**config.mk**
```make
export PLATFORM = sky130hd
export DESIGN_NAME = key_press_hold_detector
export DESIGN_NICKNAME = d
export VERILOG_FILES = /design/src/hw/rtl/kphd_pkg.sv /design/src/hw/rtl/kphd_lane.sv /design/src/hw/rtl/kphd_merge.sv /design/src/hw/rtl/key_press_hold_detector.sv
export SDC_FILE = /design/constraint.sdc
export NUM_CORES = 1
export LEC_CHECK = 0
export ABC_CLOCK_PERIOD_IN_PS = 7950
export BUFFER_PORTS_ARGS = -buffer_cell sky130_fd_sc_hd__buf_2
export CAP_MARGIN = 10
export CORE_AREA = 8 8 116 145
export CTS_BUF_LIST = sky130_fd_sc_hd__clkbuf_16
export DETAILED_ROUTE_END_ITERATION = 8
export DIE_AREA = 0 0 124 153
export GPL_ROUTABILITY_DRIVEN = 0
export GPL_TIMING_DRIVEN = 0
export SLEW_MARGIN = 0
export SYNTH_ARGS = -nofsm -noshare
export SYNTH_HDL_FRONTEND = slang
export SYNTH_SLANG_ARGS = --single-unit
```
**constraint.sdc**
```tcl
create_clock -name clock -period 7.95 [get_ports clock]
set_input_delay 0.795 -clock clock [delete_from_list [all_inputs] [get_ports clock]]
set_output_delay 0.795 -clock clock [all_outputs]
set_load 0.05 [all_outputs]
```
**src/hw/rtl/kphd_pkg.sv**
```systemverilog
// -----------------------------------------------------------------------------
// kphd_pkg
// Shared constants, transaction types and register indexes for the key press
// and hold detector.
// -----------------------------------------------------------------------------
`default_nettype none

package kphd_pkg;

   // Sizing
   localparam int KEY_COUNT     = 5;
   localparam int COUNT_BITS    = 8;
   localparam int CFG_BITS      = 8;
   localparam int CMP_BITS      = (COUNT_BITS > CFG_BITS) ? COUNT_BITS : CFG_BITS;
   localparam int CSR_DATA_BITS = (KEY_COUNT > CFG_BITS) ? KEY_COUNT : CFG_BITS;
   localparam int CSR_IDX_BITS  = 2;

   // Key positions
   localparam int KEY_UP    = 0;
   localparam int KEY_DOWN  = 1;
   localparam int KEY_POWER = 2;

   localparam logic [COUNT_BITS-1:0] COUNT_MAX = '1;

   // Reset values of the registers
   localparam logic [KEY_COUNT-1:0] ENABLE_RESET    = '1;
   localparam logic [CFG_BITS-1:0]  THRESHOLD_RESET = CFG_BITS'(10);
   localparam logic [CFG_BITS-1:0]  LIMIT_RESET     = CFG_BITS'(25);

   // Transaction kinds
   localparam logic KIND_SCAN  = 1'b0;
   localparam logic KIND_CLEAR = 1'b1;

   // Register indexes
   localparam logic [CSR_IDX_BITS-1:0] CSR_KEY_ENABLE     = CSR_IDX_BITS'(0);
   localparam logic [CSR_IDX_BITS-1:0] CSR_FAST_THRESHOLD = CSR_IDX_BITS'(1);
   localparam logic [CSR_IDX_BITS-1:0] CSR_POWER_LIMIT    = CSR_IDX_BITS'(2);

   typedef struct packed {
      logic                 kind;
      logic [KEY_COUNT-1:0] key_levels;
      logic                 fast_allowed;
      logic                 power_is_on;
      logic [KEY_COUNT-1:0] clear_mask;
   } req_type;

   typedef struct packed {
      logic [KEY_COUNT-1:0] pending_keys;
      logic                 fast_mode;
      logic                 power_off_request;
      logic                 wake_request;
   } rsp_type;

   // Broadcast from the top level to every lane
   typedef struct packed {
      logic                scan;
      logic                clear;
      logic                fast_ok;
      logic [CFG_BITS-1:0] threshold;
   } lane_ctl_type;

   // What each lane reports to the merge stage
   typedef struct packed {
      logic                  pend_in;
      logic [COUNT_BITS-1:0] cnt_in;
      logic                  fast_set;
      logic                  fast_clr;
      logic                  released;
   } lane_stat_type;

endpackage

`default_nettype wire

```
**src/hw/rtl/kphd_lane.sv**
```systemverilog
// -----------------------------------------------------------------------------
// kphd_lane
// One key: pending and lock bits, saturating hold counter and repeat detect.
// -----------------------------------------------------------------------------
`default_nettype none

module kphd_lane
   import kphd_pkg::*;
(
   input  wire logic          clock,
   input  wire logic          reset,
   input  wire lane_ctl_type  ctl,
   input  wire logic          level,
   input  wire logic          enable,
   input  wire logic          clear_bit,
   input  wire logic          repeat_key,
   output lane_stat_type      stat
);

   logic                  pend_ff, pend_in;
   logic                  lock_ff, lock_in;
   logic [COUNT_BITS-1:0] cnt_ff, cnt_in;
   logic [COUNT_BITS-1:0] cnt_inc;

   assign cnt_inc = (cnt_ff == COUNT_MAX) ? cnt_ff : cnt_ff + COUNT_BITS'(1);

   always_comb begin
      pend_in       = pend_ff;
      lock_in       = lock_ff;
      cnt_in        = cnt_ff;
      stat.fast_set = 1'b0;
      stat.fast_clr = 1'b0;
      stat.released = 1'b0;
      if (ctl.scan && enable) begin
         if (level) begin
            if (!pend_ff && !lock_ff) begin
               pend_in = 1'b1;
               lock_in = 1'b1;
               cnt_in  = '0;
            end else begin
               cnt_in = cnt_inc;
               // auto-repeat once held long enough
               if (repeat_key && ctl.fast_ok &&
                   (CMP_BITS'(cnt_inc) >= CMP_BITS'(ctl.threshold))) begin
                  pend_in       = 1'b1;
                  stat.fast_set = 1'b1;
               end
            end
         end else begin
            lock_in       = 1'b0;
            cnt_in        = '0;
            stat.fast_clr = repeat_key;
            stat.released = 1'b1;
         end
      end else if (ctl.clear && clear_bit) begin
         pend_in = 1'b0;
      end
      stat.pend_in = pend_in;
      stat.cnt_in  = cnt_in;
   end

   always_ff @(posedge clock) begin
      if (reset) begin
         pend_ff <= 1'b0;
         lock_ff <= 1'b0;
         cnt_ff  <= '0;
      end else begin
         pend_ff <= pend_in;
         lock_ff <= lock_in;
         cnt_ff  <= cnt_in;
      end
   end

endmodule

`default_nettype wire

```
**src/hw/rtl/kphd_merge.sv**
```systemverilog
// -----------------------------------------------------------------------------
// kphd_merge
// Combine lane reports: fast mode, power release memory and power-off request.
// -----------------------------------------------------------------------------
`default_nettype none

module kphd_merge
   import kphd_pkg::*;
(
   input  wire logic                          clock,
   input  wire logic                          reset,
   input  wire lane_ctl_type                  ctl,
   input  wire lane_stat_type [KEY_COUNT-1:0] stat,
   input  wire logic [KEY_COUNT-1:0]          key_levels,
   input  wire logic                          power_is_on,
   input  wire logic [CFG_BITS-1:0]           power_limit,
   output rsp_type                            result
);

   logic                 fast_ff, fast_in;
   logic                 prs_ff, prs_in;
   logic                 poff;
   logic [KEY_COUNT-1:0] pend_vec;

   // Keys are taken in order, so the highest lane with an event decides
   always_comb begin
      fast_in = fast_ff;
      for (int i = 0; i < KEY_COUNT; i++) begin
         if (stat[i].fast_set) begin
            fast_in = 1'b1;
         end else if (stat[i].fast_clr) begin
            fast_in = 1'b0;
         end
      end
   end

   always_comb begin
      for (int i = 0; i < KEY_COUNT; i++) begin
         pend_vec[i] = stat[i].pend_in;
      end
   end

   if (KEY_POWER < KEY_COUNT) begin : g_power
      assign prs_in = prs_ff | (stat[KEY_POWER].released & power_is_on);
      assign poff   = ctl.scan && prs_in && key_levels[KEY_POWER] &&
                      (CMP_BITS'(stat[KEY_POWER].cnt_in) > CMP_BITS'(power_limit));
   end else begin : g_no_power
      assign prs_in = prs_ff;
      assign poff   = 1'b0;
   end

   assign result.pending_keys      = pend_vec;
   assign result.fast_mode         = fast_in;
   assign result.power_off_request = poff;
   assign result.wake_request      = |pend_vec;

   always_ff @(posedge clock) begin
      if (reset) begin
         fast_ff <= 1'b0;
         prs_ff  <= 1'b0;
      end else begin
         fast_ff <= fast_in;
         prs_ff  <= prs_in;
      end
   end

endmodule

`default_nettype wire

```
**src/hw/rtl/key_press_hold_detector.sv**
```systemverilog
// -----------------------------------------------------------------------------
// key_press_hold_detector
// Keypad scanner with press latching, hold counting, up/down auto-repeat and a
// long-press power-off request. One lane per key, merged into one result.
//
//   channel | direction | handshake          | payload
//   req     | in        | req_valid/stall    | req_payload  (req_type)
//   rsp     | out       | rsp_valid/stall    | rsp_payload  (rsp_type)
//   csr     | in        | csr_valid/ready    | csr_index, csr_data
//
// One transaction per cycle while req_stall is low; each result is registered.
// All lanes update their key in the accept cycle, the merge stage closes it.
// A two-entry output stage (result register plus skid) decouples rsp_stall:
// req_stall rises only once both entries are full, and is a register output.
// Reset is synchronous; all state and valid registers take their reset values;
// the output data registers are not reset. csr writes are always taken.
// -----------------------------------------------------------------------------
`default_nettype none

module key_press_hold_detector
   import kphd_pkg::*;
(
   input  wire logic                     clock,
   input  wire logic                     reset,
   input  wire logic                     req_valid,
   output logic                          req_stall,
   input  wire req_type                  req_payload,
   output logic                          rsp_valid,
   input  wire logic                     rsp_stall,
   output rsp_type                       rsp_payload,
   input  wire logic                     csr_valid,
   output logic                          csr_ready,
   input  wire logic [CSR_IDX_BITS-1:0]  csr_index,
   input  wire logic [CSR_DATA_BITS-1:0] csr_data
);

   logic [KEY_COUNT-1:0] enable_ff;
   logic [CFG_BITS-1:0]  threshold_ff;
   logic [CFG_BITS-1:0]  limit_ff;

   logic                          accept;
   lane_ctl_type                  ctl;
   lane_stat_type [KEY_COUNT-1:0] stat;
   rsp_type                       result;

   logic    out_valid_ff, out_valid_in;
   rsp_type out_data_ff, out_data_in;
   logic    skid_valid_ff, skid_valid_in;
   rsp_type skid_data_ff, skid_data_in;
   logic    out_free;

   // Configuration
   assign csr_ready = 1'b1;

   always_ff @(posedge clock) begin
      if (reset) begin
         enable_ff    <= ENABLE_RESET;
         threshold_ff <= THRESHOLD_RESET;
         limit_ff     <= LIMIT_RESET;
      end else if (csr_valid && csr_ready) begin
         case (csr_index)
            CSR_KEY_ENABLE:     enable_ff    <= KEY_COUNT'(csr_data);
            CSR_FAST_THRESHOLD: threshold_ff <= CFG_BITS'(csr_data);
            CSR_POWER_LIMIT:    limit_ff     <= CFG_BITS'(csr_data);
            default: ;
         endcase
      end
   end

   // Lanes
   assign accept        = req_valid && !req_stall;
   assign ctl.scan      = accept && (req_payload.kind == KIND_SCAN);
   assign ctl.clear     = accept && (req_payload.kind == KIND_CLEAR);
   assign ctl.fast_ok   = req_payload.fast_allowed;
   assign ctl.threshold = threshold_ff;

   for (genvar i = 0; i < KEY_COUNT; i++) begin : g_lane
      kphd_lane u_lane (
         .clock      (clock),
         .reset      (reset),
         .ctl        (ctl),
         .level      (req_payload.key_levels[i]),
         .enable     (enable_ff[i]),
         .clear_bit  (req_payload.clear_mask[i]),
         .repeat_key (1'((i == KEY_UP) || (i == KEY_DOWN))),
         .stat       (stat[i])
      );
   end

   kphd_merge u_merge (
      .clock       (clock),
      .reset       (reset),
      .ctl         (ctl),
      .stat        (stat),
      .key_levels  (req_payload.key_levels),
      .power_is_on (req_payload.power_is_on),
      .power_limit (limit_ff),
      .result      (result)
   );

   // Output stage: result register with a skid entry behind it
   assign out_free = !out_valid_ff || !rsp_stall;

   always_comb begin
      out_valid_in  = out_valid_ff;
      out_data_in   = out_data_ff;
      skid_valid_in = skid_valid_ff;
      skid_data_in  = skid_data_ff;
      if (accept) begin
         if (out_free) begin
            out_valid_in = 1'b1;
            out_data_in  = result;
         end else begin
            skid_valid_in = 1'b1;
            skid_data_in  = result;
         end
      end else if (out_free) begin
         if (skid_valid_ff) begin
            // advance the waiting transaction
            out_valid_in  = 1'b1;
            out_data_in   = skid_data_ff;
            skid_valid_in = 1'b0;
         end else begin
            out_valid_in = 1'b0;
         end
      end
   end

   always_ff @(posedge clock) begin
      if (reset) begin
         out_valid_ff  <= 1'b0;
         skid_valid_ff <= 1'b0;
      end else begin
         out_valid_ff  <= out_valid_in;
         skid_valid_ff <= skid_valid_in;
      end
   end

   always_ff @(posedge clock) begin
      out_data_ff  <= out_data_in;
      skid_data_ff <= skid_data_in;
   end

   assign req_stall   = skid_valid_ff;
   assign rsp_valid   = out_valid_ff;
   assign rsp_payload = out_data_ff;

endmodule

`default_nettype wire

```
==> results of run 1 <==
## area by class of cell
type                    count  area (sq um)  share of cell area [%]
repair buffers             35         175.2                   3.707
multi-input cells         325          2147                   45.43
clock buffers               9         225.2                   4.766
clock inverters             7         92.59                   1.959
diodes                      2         5.005                  0.1059
inverters                  32         120.1                   2.542
flip-flops and latches     75          1662                   35.16
well taps                 182         227.7                   4.819
plain buffers              16         71.32                   1.509
## metal layers
| layer | up-vias | GRT usage [%] | wire [um] |
|---|---|---|---|
| li1 | 1683 | - | - |
| met5 | - | 0 | 0 |
| met3 | 14 | 2.470 | 507 |
| met2 | 74 | 18.31 | 5055 |
| met1 | 1567 | 10.92 | 3909 |
| met4 | 0 | 5.909 | 264 |
## power by group through the flow
stage | Sequential, uW | Combinational [uW] | Clock [uW]
6_report | 416 | 111 | 435
5_1_grt | 417 | 124 | 457
4_1_cts | 415 | 113 | 442
3_5_place_dp | 424 | 112 | 0
3_3_place_gp | 423 | 110 | 0
2_1_floorplan | 441 | 61.1 | 0
## path summary, 6_finish.rpt
check,end,depth (start not counted)
worst min-delay path,limit_ff[0],1
worst max-delay path,rsp_payload[1],13
worst max register to register,rsp_payload[2],9
worst min register to register,limit_ff[0],1
## layout by cell type, fill, tap and decap left out, types with 6 or more instances in the layout
master     instances
and3_1             7
dfxtp_1           59
nor3_1             8
edfxtp_1          16
a22oi_1           16
a211o_1            7
buf_2             41
clkbuf_1           9
xor2_1             7
a21oi_1           11
xnor2_1            6
a41oi_1            6
nand2b_1           7
inv_1             29
clkbuf_16          9
o21ai_0           17
nand4_1            6
nor2b_1           15
ha_1              28
mux2i_1           11
nor2_1            78
nand3_1           11
nand2_1           30
## kinds of logic (layout without fill, tap and decap cells)
| group | after synthesis | count (layout) |
|---|---|---|
| simple gates | 176 | 176 |
| compound gates | 91 | 91 |
| flops | 75 | 75 |
| buf+inv | 48 | 99 |
| fa+ha+maj | 28 | 28 |
| mux | 16 | 16 |
| xor+xnor | 13 | 13 |
| other cells | 1 | 3 |
## state kept, by name, summed over array words and instances (netlist names)
name and count:
u_merge.prs_ff 1, enable_ff 5, g_lane.u_lane.cnt_ff 24, limit_ff 8
rsp_valid 1, g_lane.u_lane.lock_ff 5, g_lane.u_lane.pend_ff 5, rsp_payload 8
u_merge.fast_ff 1, req_stall 1, threshold_ff 8, skid_data_ff 8
## Yosys cell counts, types with 3 or more instances
library cell	n	area, sq um
nand3_1	11	55.05
a22oi_1	16	120.1
dfxtp_1	59	1181
xor2_1	7	61.31
nor3_1	8	40.04
edfxtp_1	16	480.5
clkbuf_1	9	33.78
mux2_2	4	45.04
a211o_1	7	61.31
nor2b_1	15	93.84
nand4_1	6	37.54
nand2_1	30	112.6
a31oi_1	3	18.77
a41oi_1	6	52.55
nor3b_2	3	37.54
nand2b_1	7	43.79
o21a_1	5	37.54
a21oi_1	11	55.05
xnor2_1	6	52.55
buf_2	6	30.03
o2111ai_1	4	35.03
a21o_1	4	30.03
mux2i_1	11	110.1
o21ai_1	5	25.02
ha_1	28	350.3
inv_2	3	11.26
nand4bb_1	3	33.78
o211ai_1	3	22.52
o21ai_0	17	85.08
inv_1	29	108.9
nor2_1	78	292.8
and3_1	7	43.79
## worst max-delay path: stages
cell and delay [ns]:
buf_2 0.16, nand4bb_1 0.20, buf_2 0.18, a41oi_4 0.29, nand4_1 0.15, xor2_1 0.21, nor2_1 0.08, ha_1 0.30
and3_1 0.19, a221o_1 0.37, a2111oi_0 0.39, nor2_1 0.16, a21o_1 0.17
## per-stage QoR
step                      utilization [%]  total power [uW]
after floorplan                         -             501.7
after global placement              30.08             532.9
after detailed placement            30.08             535.9
after CTS                           32.25             970.5
after global routing                32.28             997.6
final                               32.28             961.5
==> metrics.yaml, run 1 <==
routing:
  drtIter0Drc: 223
  routed-via-count: 3338
  dr.pass1.iters: 4
  wl_per_cell_um: 14.26
  drcViolationCount: 0
  antenna_left: 0
  wl_mm: 9.737
  viasPerCell: 4.887
pwr:
  power.internal_uw: 717.2
  p_leak_uw: 0.002001
  powerDensity_nw_per_um2: 203.5
  pwr-share-clk_pct: 45.2
  p_sw_share_pct: 25.41
  pwr-share-seq_pct: 43.2
  ir_drop_mv: 0.1238
  combPwrFrac_pct: 11.6
  power_switching_uw: 244.3
place:
  placed_cells_incl_taps: 665
  port_buffers: 35
  place_ws_ns: 4.034
  dpl.hpwl_mm: 7.475
  post_dp_cell_area_sq_um: 4403
yosys:
  synthDistinctLibCells: 50
  syn_area_sq_um: 4000
  yosys_register_bits: 75
  synth-edff-count: 16
  synth_flop_cell: "dfxtp_1"
  synth-simple-area-share_pct: 21.55
  yosys_warnings: 0
  synth_nets: 504
  synth_top_family_by_area: "simple AND/OR/NAND/NOR gates"
  synth_compound_area_share_pct: 16.27
  async_flop_share_pct: 0
  ys_seq_area_share_pct: 41.54
  synth_fa_ha_area_share_pct: 8.758
  synthMuxAreaShare_pct: 4.160
  syn_avg_cell_area_sq_um: 8.929
  yosys.area_share.xor_xnor_pct: 2.846
  syn_inst: 448
timing:
  final.setup.tns_ns: 0
  rsz0062_at_grt: "no"
  final-hold-violation-count: 0
  slew-limit-headroom_pct: 49.91
  tightest_slew_ns: 0.7324
  finalSetupViolCount: 0
  fin_crit_sh_pct: 44.66
  max_freq_mhz: 281.6
  final.min_clock_period_ns: 3.551
  fin_ws_ns: 4.399
  clock_skew_ns: 0.008325
  timing.hold.ws_ns: 0.4737
  drv_slew: 0
setup_path:
  crit_fanout: 9
  timing_worst_setup_path_type: "primary input to flop"
  crit_start: "req_payload[12]"
  ff2ff_setup_slack_ns: 4.51
  endpoint_kind: "flop"
  startpoint_type: "primary input"
  critPathArrivalTime_ns: 3.64
  worstReg2RegStart: "g_lane[1].u_lane.cnt_ff[0]"
  worstPathRequired_ns: 8.04
grt:
  grt_pass1_wl_mm: 15.55
  grt_max_degree: 14
  grt.total_usage_pct: 10.41
  globalRoute.totalOverflow: 0
  antenna_found_initial: 2
  grt_pass1_vias: 3244
cts:
  cts.htree.levels: 3
  cts_tree: "built"
  clock-sinks: 75
  cts_hold_buffers: 0
  cts_setup_buffers: 0
  path_clk_slew_ns: 0.06
  cts_made_buffers: 9
  clk_latency_ns: 0.34
  cts_max_path_buffers: 2
  cts.repair.resized: 0
  root_buffer: "clkbuf_16"
finish:
  fin_nets: 550
  final_cells: 683
  area_delta_synth_final_pct: 18.14
  nFillCells: 1518
  drive_above_1_share_pct: 14.63
  fin_area_sq_um: 4726
status:
  outcome: "finished, final reports clean"
floorplanning:
  die_h_um: 153
  num_io_pins: 39
  die_x_um: 124
  fp-row-count: 50
  dieArea_sq_um: 18970
  core_sq_um: 14640
  initial_core_util_pct: 27.32
run:
  maxCapViolCount: 0
min_path:
  hold_class: "flop to flop"
  hold_start: "limit_ff[0]"
(Power assumes the default switching activity.)
==> inputs of run 2 (changes only) <==
--- a/config.mk
+++ b/config.mk
@@ -5,7 +5,7 @@
 export SDC_FILE = /design/constraint.sdc
 export NUM_CORES = 1
 export LEC_CHECK = 0
-export ABC_CLOCK_PERIOD_IN_PS = 7950
+export ABC_CLOCK_PERIOD_IN_PS = 3050
 export BUFFER_PORTS_ARGS = -buffer_cell sky130_fd_sc_hd__buf_2
 export CAP_MARGIN = 10
 export CORE_AREA = 8 8 116 145
==> constraint.sdc (replaced) <==
create_clock -name clock -period 3.05 [get_ports clock]
set_input_delay 0.305 -clock clock [delete_from_list [all_inputs] [get_ports clock]]
set_output_delay 0.305 -clock clock [all_outputs]
set_load 0.05 [all_outputs]
==> metrics.yaml, run 2 (synthesis results as in run 1) <==
setup_path:
  crit_fanout: 5  # -4
  timing_worst_setup_path_type: "flop to flop"
  cp_cell_sequence: "nand4bb_1, buf_6, a41oi_4, nand4_1, xor2_1, nor2_1, ha_1, and3_4, a221o_1, a2111oi_4, nor2_2, a21o_1"
  ff2ff_setup_slack_ns: 0.03  # -4.48 ns
  r2r_end: "rsp_payload[1]"
  reg2reg_depth: 12  # +3
  cp.buffers_inverters: 1  # -1
  worstPathRequired_ns: 3.14  # -4.90 ns
  startpoint_type: "flop"
  critPathMaxStageDelay_ns: 0.36  # -0.03 ns
  worstReg2RegStart: "req_stall"
  endpoint_kind: "flop"
  path_delay_family: "compound AO/OA/AOI/OAI gates"
  critical-path-slowest-cell: "dfxtp_4"
  critPathArrivalTime_ns: 3.11  # -0.53 ns
finish:
  fin_util_pct: 33.68  # +1.4 points
  nFillCells: 1511  # -0.46%
  fin_nets: 562  # +2.2%
  drive_above_1_share_pct: 20.35  # +5.7 points
  area_delta_synth_final_pct: 23.27
  final_common_cell: "nor2_1"
  largest_register_ffs: 24  # unchanged
  final_cell_mix: "nor2_1 (75), dfxtp_1 (55), buf_2 (40)"
  regMostFlops: "g_lane.u_lane.cnt_ff"
timing:
  clock_skew_ns: 0.004337  # -0.003988 ns
  finalSetupViolCount: 0  # unchanged
  tightest_slew_ns: 0.6369  # -0.09546 ns
  slew-limit-headroom_pct: 57.35  # +7.4 points
  fin_crit_sh_pct: 98.92
  final.setup.tns_ns: 0  # unchanged
  max_freq_mhz: 331.5
  final.min_clock_period_ns: 3.017
  final-hold-violation-count: 0  # unchanged
  drv_slew: 0  # unchanged
  rsz0062_at_grt: "yes"
routing:
  antenna_left: 0  # unchanged
  wl_mm: 9.846  # +1.1%
  viasPerCell: 4.818  # -1.4%
  dr.pass1.iters: 4  # unchanged
  wl_per_cell_um: 14.19  # -0.48%
  drcViolationCount: 0  # unchanged
  drtIter0Drc: 264  # +18%
  routed-via-count: 3344  # +0.18%
floorplanning:
  die_x_um: 124  # unchanged
  fp-row-count: 50  # unchanged
  num_io_pins: 39  # unchanged
  die_h_um: 153  # unchanged
  initial_core_util_pct: 27.32  # unchanged
  core_sq_um: 14640  # unchanged
  dieArea_sq_um: 18970  # unchanged
place:
  port_buffers: 35  # unchanged
  dpl.hpwl_mm: 7.512  # +0.49%
cts:
  root_buffer: "clkbuf_16"
  clk_latency_ns: 0.33  # about the same
  clock-sinks: 75  # unchanged
  cts_max_path_buffers: 2  # unchanged
  path_clk_slew_ns: 0.06  # about the same
  cts_made_buffers: 9  # unchanged
  cts.htree.levels: 3  # unchanged
  cts_tree: "built"
  cts_hold_buffers: 0  # unchanged
status:
  outcome: "finished, final reports clean"
run:
  maxCapViolCount: 0  # unchanged
grt:
  antenna_found_initial: 1  # -1
  globalRoute.totalOverflow: 0  # unchanged
  grt.total_usage_pct: 10.47  # +0.062 points
  grt_max_degree: 14  # unchanged
  grt_pass1_wl_mm: 15.65  # +0.62%
  grt_pass1_vias: 3223  # -0.65%
pwr:
  ir_drop_mv: 0.3105  # +150%
  powerDensity_nw_per_um2: 510.5  # +150%
  p_leak_uw: 0.002070  # +3.4%
min_path:
  hold_class: "primary input to flop"
  hold_start: "req_payload[5]"
  whs_endpoint: "u_merge.prs_ff"
  whs_path_depth: 3  # +2
run 2: cell types whose count changed in the layout (fill, tap and decap cells not counted), moves of 3 or more:
cell     delta
dfxtp_2     +3
nor2_1      -3
dfxtp_1     -4
buf_4      +12
run 2: tightest hold or removal path, stage by stage:
cell	delay, ns
buf_2	0.08
a21oi_1	0.05
nor2_1	0.07
run 2: stage by stage:
step                setup WS (ns)  instance area [sq um]  total power [uW]  hold WS [ns]  instances
detailed placement        -0.3545                   4404              1397        0.4709        665
finish                    0.03304                   4931              2517        0.2139        694
CTS                      -0.01585                   4788              2530        0.2081        683
global placement          -0.3569                   4404              1389        0.4450        665
global route              -0.1186                   4931              2617        0.2229        694
floorplan                0.002172                   4001              1308        0.4229        448
run 2: metal layers:
layer | track usage, % | vias to the layer above | share of wire, % | wire [um]
li1 | - | 1696 | - | -
met1 | 11.24 | 1573 | 41 | 4032
met2 | 18.49 | 57 | 52 | 5120
met3 | 2.285 | 18 | 3.9 | 388
met4 | 5.455 | 0 | 3.1 | 304
met5 | 0 | - | 0 | 0
run 2: cell type report:
| cell class | count | area, sq um | share of cell area [%] |
|---|---|---|---|
| buffer | 16 | 77.57 | 1.573 |
| tap | 182 | 227.7 | 4.618 |
| timing repair buffer | 47 | 265.3 | 5.379 |
| multi-input combinational | 325 | 2251 | 45.65 |
| clock inverter | 7 | 92.59 | 1.878 |
| antenna | 1 | 2.502 | 0.05075 |
| sequential | 75 | 1669 | 33.85 |
| clock buffer | 9 | 225.2 | 4.567 |
| inverter | 32 | 120.1 | 2.436 |
run 2: how the worst max path moves through the flow:
| stage | depth (start not counted) | from | end | slack [ns] |
|---|---|---|---|---|
| 2_1_floorplan | 12 | g_lane[2].u_lane.cnt_ff[0] | rsp_payload[1] | 0.002 |
| 3_3_place_gp | 13 | req_payload[12] | rsp_payload[1] | -0.36 |
| 3_5_place_dp | 13 | req_payload[12] | rsp_payload[1] | -0.35 |
| 4_1_cts | 12 | req_stall | rsp_payload[1] | -0.02 |
| 5_1_grt | 12 | req_stall | rsp_payload[1] | -0.12 |
| 6_report | 12 | req_stall | rsp_payload[1] | 0.03 |
run 2: power breakdown:
group	total, uW	leakage, uW	switching (uW)	internal [uW]
combinational	312	0.00128	201	111
sequential	1080	0.000638	22.1	1060
clock	1120	0.000149	410	713
total	2520	0.00207	634	1880
run 2: what timing repair did:
action | in CTS | in global routing
resized for setup | 14 | 15
buffers inserted | 2 | 10
pin swaps | 8 | 3
endpoints found under the setup margin | 12 | 9
